==> src/hdl/wsfd_pkg.sv <==
// ----------------------------------------------------------------------------
// wsfd_pkg: shared types and constants of the window sum frame difference unit
// Field widths, register indexes and the control groups passed between the
// position sequencer, the per-frame lanes and the merge stage.
// ----------------------------------------------------------------------------
`default_nettype none

package wsfd_pkg;

  // pixel and sum widths
  localparam int PIX_W = 8;
  localparam int CUR_W = 10;   // r + g + b of one pixel
  localparam int SUM_W = 17;   // window sum field
  localparam int RUN_W = 18;   // running window sum, also the difference field
  localparam int POS_W = 10;   // window_row / window_col fields

  // row position and height limits
  localparam int ROW_W      = 10;
  localparam int CFG_W      = 11;
  localparam int MAX_HEIGHT = 1024;

  // packed stream widths
  localparam int IN_W  = 6 * PIX_W;
  localparam int OUT_W = 2 * POS_W + 2 * SUM_W + RUN_W;

  // configuration register indexes
  localparam int CFG_AW = 1;
  localparam logic [CFG_AW-1:0] REG_IMAGE_WIDTH  = 1'd0;
  localparam logic [CFG_AW-1:0] REG_IMAGE_HEIGHT = 1'd1;

  // register reset values
  localparam logic [CFG_W-1:0] IMAGE_WIDTH_RST  = 11'd640;
  localparam logic [CFG_W-1:0] IMAGE_HEIGHT_RST = 11'd480;

  // per-item control for the lanes
  typedef struct packed {
    logic first_row;   // row 0: nothing above
    logic old_valid;   // line store holds the row leaving the column sum
    logic row_start;   // column 0: running sum restarts
    logic drop_valid;  // a column leaves the running sum
    logic col_hit;     // column store read collides with the write just made
    logic line_hit;    // line store read collides with the write just made
  } lane_ctl_t;

  // window position and end-of-frame mark for the merge stage
  typedef struct packed {
    logic             last;
    logic [POS_W-1:0] row;
    logic [POS_W-1:0] col;
  } window_info_t;

endpackage

`default_nettype wire

==> src/hdl/wsfd_merge.sv <==
// ----------------------------------------------------------------------------
// wsfd_merge: merge stage and output register
// Combines the two lane sums into one result, forms the difference and holds
// the result until the receiver takes it.
// ----------------------------------------------------------------------------
`default_nettype none

module wsfd_merge (
  input  wire logic                           clk,
  input  wire logic                           rst,
  input  wire logic                           load,
  input  wire wsfd_pkg::window_info_t         info,
  input  wire logic [wsfd_pkg::RUN_W-1:0]     run_first,
  input  wire logic [wsfd_pkg::RUN_W-1:0]     run_second,
  output logic                                ready,
  output logic                                m_axis_tvalid,
  input  wire logic                           m_axis_tready,
  // window_row, window_col, sum_first, sum_second, sum_difference
  output logic      [wsfd_pkg::OUT_W-1:0]     m_axis_tdata,
  // last_window
  output logic                                m_axis_tlast
);

  localparam int SUM_W = wsfd_pkg::SUM_W;

  logic [wsfd_pkg::RUN_W-1:0] diff;

  assign diff  = run_first - run_second;
  assign ready = !m_axis_tvalid || m_axis_tready;

  // output valid
  always_ff @(posedge clk) begin
    if (rst) begin
      m_axis_tvalid <= 1'b0;
    end else if (load) begin
      m_axis_tvalid <= 1'b1;
    end else if (m_axis_tready) begin
      m_axis_tvalid <= 1'b0;
    end
  end

  // output payload
  always_ff @(posedge clk) begin
    if (load) begin
      m_axis_tdata <= {diff, run_second[SUM_W-1:0], run_first[SUM_W-1:0],
                       info.col, info.row};
      m_axis_tlast <= info.last;
    end
  end

endmodule

`default_nettype wire

==> config.mk <==
export PLATFORM = sky130hd
export DESIGN_NAME = wsfd_merge
export DESIGN_NICKNAME = d
export VERILOG_FILES = /design/src/hdl/wsfd_pkg.sv /design/src/hdl/wsfd_merge.sv
export SDC_FILE = /design/constraint.sdc
export NUM_CORES = 1
export LEC_CHECK = 0
export ABC_AREA = 0
export CAP_MARGIN = 5
export CORE_AREA = 2 2 116 118
export CTS_CLUSTER_SIZE = 20
export DETAILED_ROUTE_END_ITERATION = 10
export DIE_AREA = 0 0 118 120
export DONT_BUFFER_PORTS = 1
export GPL_TIMING_DRIVEN = 0
export PLACE_DENSITY_LB_ADDON = 0.05
export SKIP_LAST_GASP = 1
export SYNTH_ARGS = -nofsm -noshare
export SYNTH_HDL_FRONTEND = slang
export SYNTH_SLANG_ARGS = --single-unit
==> constraint.sdc <==
create_clock -name clk -period 2 [get_ports clk]
set_input_delay 0.1 -clock clk [delete_from_list [all_inputs] [get_ports clk]]
set_output_delay 0.1 -clock clk [all_outputs]
set_load 0.02 [all_outputs]
Yosys cells after proc, flatten, opt, wreduce, memory -nomap -nowiden
Index checks and enable logic that the tools add are counted.
{ "classes": {"addsub": 1, "n_mux": 2, "reduce_logical": 3} }
{ "ops": {"columns": ["op", "count"], "rows": [
  ["18-bit subtractor", 1],
  ["1-bit two-way mux", 2],
  ["2-bit nonzero test", 1],
  ["1-bit zero test", 1],
  ["1-bit logical OR", 1]
]} }
{ "word_totals": {"regBits": 74, "inputBits": 61, "output_inout_bits": 75} }

Logic depth before layout (Yosys ltp)
{ "depth": {"depth_word": 2, "depth_mapped": 10, "ltp_nobuf": 10} }

Worst setup path after synthesis
Ideal clock, no wire load.
{ "synth_path": {"path_type": "input to register", "start": "in run_first[0] (netlist name)", "end": "reg m_axis_tdata[66] (netlist name), data pin", "arrival_ns": 1.806, "required_time_ns": 1.739, "setup_slack_ns": -0.067, "stages": 10, "n_path_buf": 0, "cell_sequence": "inv_1 -> ha_1 -> inv_1 -> fa_1 -> a211oi_2 -> nor2_2 -> a2111oi_4 -> o21bai_1 -> a21oi_1 -> xnor2_1"} }
{ "synth_via": {"elab_chain_len": 1} }
{ "synth_lines": {"columns": ["item", "line_no", "rtl"], "rows": [
  ["from (decl)", "wsfd_merge.sv:13", "input wire logic [wsfd_pkg::RUN_W-1:0] run_first,"],
  ["18-bit subtractor", "wsfd_merge.sv:28", "assign diff = run_first - run_second;"],
  ["via diff (one bit)", "wsfd_merge.sv:26", "logic [wsfd_pkg::RUN_W-1:0] diff;"],
  ["to (signal assigned)", "wsfd_merge.sv:45", "m_axis_tdata <= {diff, run_second[SUM_W-1:0], run_first[SUM_W-1:0],"],
  ["to (decl)", "wsfd_merge.sv:19", "output logic [wsfd_pkg::OUT_W-1:0] m_axis_tdata,"]
]} }
The timed path passes the listed nets, and every way through them passes these cells.
A chain may end at the register's enable or synchronous reset.

Worst setup path in the final report
{ "layout_path": {"start": "in run_first[0] (netlist name)", "end": "reg m_axis_tdata[70] (netlist name), data pin"} }
The elaborated chain is that of the path after synthesis.

==> results.txt <==
Leading area contributor after synthesis -> edfxtp_1
Clk sinks -> 74
Yosys warnings -> 0
DR vias -> 1,949
Wire per inst -> 16.0 µm
Post-Syn Area -> 3260 µm²
Final hold vios -> 73
CP endpoint kind -> flip-flop
Synthesis-stage register bit count -> 74
Post-synthesis mux area share -> 0
RSZ-0062 raised after global routing -> yes
Setup Fix Bufs, Post-CTS -> 0
Vias in the first global route -> 2,042
CTS Root Buffer Type -> clkbuf_16
Core Area -> 13,000 µm²
Rows -> 42
Post-synth ARST share -> 0
GRT overflow -> 0
Max Freq -> 541 MHz
Fin Hold WS -> -0.129 ns
Die W -> 118 µm
Worst EP arrival -> 1.93 ns
Antenna violations before repair -> 0
Layout cell share with drive strength beyond 1 -> 0.105
Worst Path Max Fanout -> 4
Layout Nets -> 361
Tmin final -> 1.85 ns
Post-CTS Resized -> 0
Placer Congestion -> 0.714
Die Y -> 120 µm
Hold-fix buffers, CTS -> 57
CP max-delay cell -> a211oi_2
Period utilization -> 0.924
Cells along the critical path -> inv_1 -> ha_1 -> inv_1 -> fa_2 -> a211oi_2 -> nor2_2 -> a211oi_2 -> nor4_1 -> nor4_2 -> xnor2_1
Largest family of logic cells by synthesized area -> compound AO/OA/AOI/OAI gates
Antenna-violating nets left -> 0
Combinational power share -> 0.110
Max VDD drop -> 0.000333 V
Die Footprint -> 14,200 µm²
Synth Area in Adders -> 0.0713
# H-tree levels -> 3
Register area share after synthesis -> 0.678
Clock power share -> 0.371
Vias/cell -> 4.21
Final Slew Violations -> 0
Iteration-0 DRC Markers -> 64
Max-cap violation count -> 0
Ports -> 136
Status -> complete, but fails checks
Post-Route Skew -> 0 ns
Pint -> 3.10 mW
Pin count of the biggest net entering global routing -> 75
Seq pwr share -> 0.519
Net Count, Synth -> 293
Final HPWL from detailed placement -> 4.84 mm
Drt total wl -> 7.42 mm
Clock tree from TritonCTS -> done
Area share of the largest cell type after synthesis -> 0.672
Worst setup margin -> 0.153 ns
Simple-gate share of the synthesized area -> 0.0568
TritonRoute pass-1 iters -> 4
Critical Path RT -> 2.08 ns
Gate Count Post-Synth -> 214
Slew HR -> 0.738
Main synth FF type -> edfxtp_1
Diodes inserted -> 0
CTS buffer count -> 9
Area delta synth->final -> 32.9%
Leakage -> 1.61 nW
Hold Crit Class -> input port to flip-flop
Syn avg cell area -> 15.2 µm²
Post-synth cell types -> 43
Startpoint Class -> input port
Compound-Gate Fraction of Synth Area -> 0.112
Power per cell area -> 957 nW/µm²
Sw frac -> 0.253
Worst-Skew Late Latency -> 0.33 ns
Gr usage total -> 0.108
Violated checks -> hold timing
Pre-CTS setup slack -> -0.211 ns
Net load switching power -> 1.05 mW
Actual slew at the worst max-slew pin -> 0.389 ns
Final setup fails -> 0
Port bufs -> 0
CTS max path bufs -> 2
Remaining DRCs -> 0
Biggest cell delay along the critical path -> 0.38 ns
Fin Setup TNS -> 0 ns
EDFF count, synth -> 73
Initial core utilization -> 0.251
First-pass GRT wire length -> 11.3 mm
Leading post-synthesis cells by cell area -> edfxtp_1 (67%), ha_1 (6.5%), xnor2_1 (2.7%)
Post-Synth XOR/XNOR Area -> 0.0403
Kind of critical path -> input port to flip-flop
Clock-pin slew on the worst setup and hold paths -> 0.06 ns
==> per-layer routing <==
metal  up-vias  global-route usage  routed length, µm
met5         -                   0                  0
met4         0              0.0497                127
met3        11              0.0480                519
met2        87               0.153               3240
met1       916               0.140               3530
li1        935                   -                  -
==> flip-flops by register name (all words and copies together), names as in the netlist <==
register,count
m_axis_tvalid,1
m_axis_tlast,1
m_axis_tdata,72
==> worst max-delay path: cells and delay by family <==
| family | cells | cell delay, ns |
|---|---|---|
| simple gates | 3 | 0.44 |
| xor+xnor | 1 | 0.09 |
| fa+ha+maj | 2 | 0.56 |
| buf+inv | 2 | 0.10 |
| compound gates | 2 | 0.63 |
==> cells in the final DEF (no fill, tap or decap), drive strengths merged <==
cell type	netlist	final
a2111oi	2	2
or3	1	1
edfxtp	73	73
a211oi	3	3
o41ai	1	1
nand3	5	5
nor2	9	9
o2111ai	1	1
a311oi	1	1
xor2	5	5
nor4	2	2
a31oi	2	2
xnor2	10	10
a2bb2oi	1	1
nand4	1	1
bufinv	0	1
o2bb2ai	1	1
nor2b	4	4
dfxtp	1	1
a211o	1	1
o21a	4	4
fa	1	1
dlygate4sd3	0	57
a31o	2	2
clkbuf	0	12
o31ai	1	1
a21oi	14	14
ha	17	17
nand2	7	7
o21ai	5	5
nand2b	2	2
a21o	6	6
buf	6	6
o21bai	1	1
nor3	3	3
inv	20	20
and3	1	1
clkinv	0	3
==> logic make-up after synthesis <==
| logic type | after synthesis |
|---|---|
| AO/OA/AOI/OAI | 46 |
| adder cells (fa/ha/maj) | 18 |
| AND/OR/NAND/NOR | 35 |
| buffers and inverters | 26 |
| flip-flops | 74 |
| XOR/XNOR | 15 |
==> metrics by stage <==
| step | std cells | cell area, µm² | total power [mW] | utilization | hold slack, ns |
|---|---|---|---|---|---|
| 2_1_floorplan | 214 | 3260 | 2.46 | - | 0.169 |
| 4_1_cts | 463 | 4330 | 4.24 | 0.334 | -0.143 |
| 3_3_place_gp | 390 | 3480 | 2.56 | 0.268 | 0.171 |
| 5_1_grt | 463 | 4330 | 4.34 | 0.334 | -0.145 |
| 6_report | 463 | 4330 | 4.15 | 0.334 | -0.129 |
| 3_5_place_dp | 390 | 3480 | 2.56 | 0.268 | 0.174 |
==> power groups by stage <==
stage	Combinational, mW	Clock, mW	Sequential (mW)
finish	0.455	1.54	2.15
global route	0.509	1.67	2.17
CTS	0.463	1.62	2.16
detailed placement	0.369	0	2.19
global placement	0.370	0	2.19
floorplan	0.298	0	2.16
==> final timing paths <==
| check | startpoint | endpoint | slack (ns) | cells after the start |
|---|---|---|---|---|
| setup / recovery | run_first[0] | m_axis_tdata[70] | 0.15 | 10 |
| hold / removal | load | m_axis_tdata[50] | -0.13 | 0 |
| setup reg to reg | m_axis_tvalid | m_axis_tvalid | 0.54 | 3 |
| hold reg to reg | m_axis_tvalid | m_axis_tvalid | 1.32 | 3 |
==> final cells by class <==
type / instances / area, µm²
Clock inverter: 4 / 42.5
Sequential cell: 74 / 2210
Timing Repair Buffer: 57 / 571
Fill cell: 1299 / 8650
Tap cell: 176 / 220
Clock buffer: 12 / 236
Inverter: 20 / 75.1
Multi-Input combinational cell: 114 / 917
Buffer: 6 / 60.1
==> cells in the mapped netlist, types with 2 or more instances <==
cell,number
a211oi_2,2
buf_4,2
xor2_1,5
a31oi_1,2
a21oi_1,12
ha_1,17
a21o_1,6
nand2b_1,2
nor2_1,8
nand2_1,7
inv_1,20
nand3_1,4
nor2b_1,3
nor3_1,3
a31o_1,2
o21ai_0,3
a21oi_2,2
o21a_1,4
o21ai_1,2
edfxtp_1,73
xnor2_1,10
buf_6,4
(Power assumes the default switching activity.)
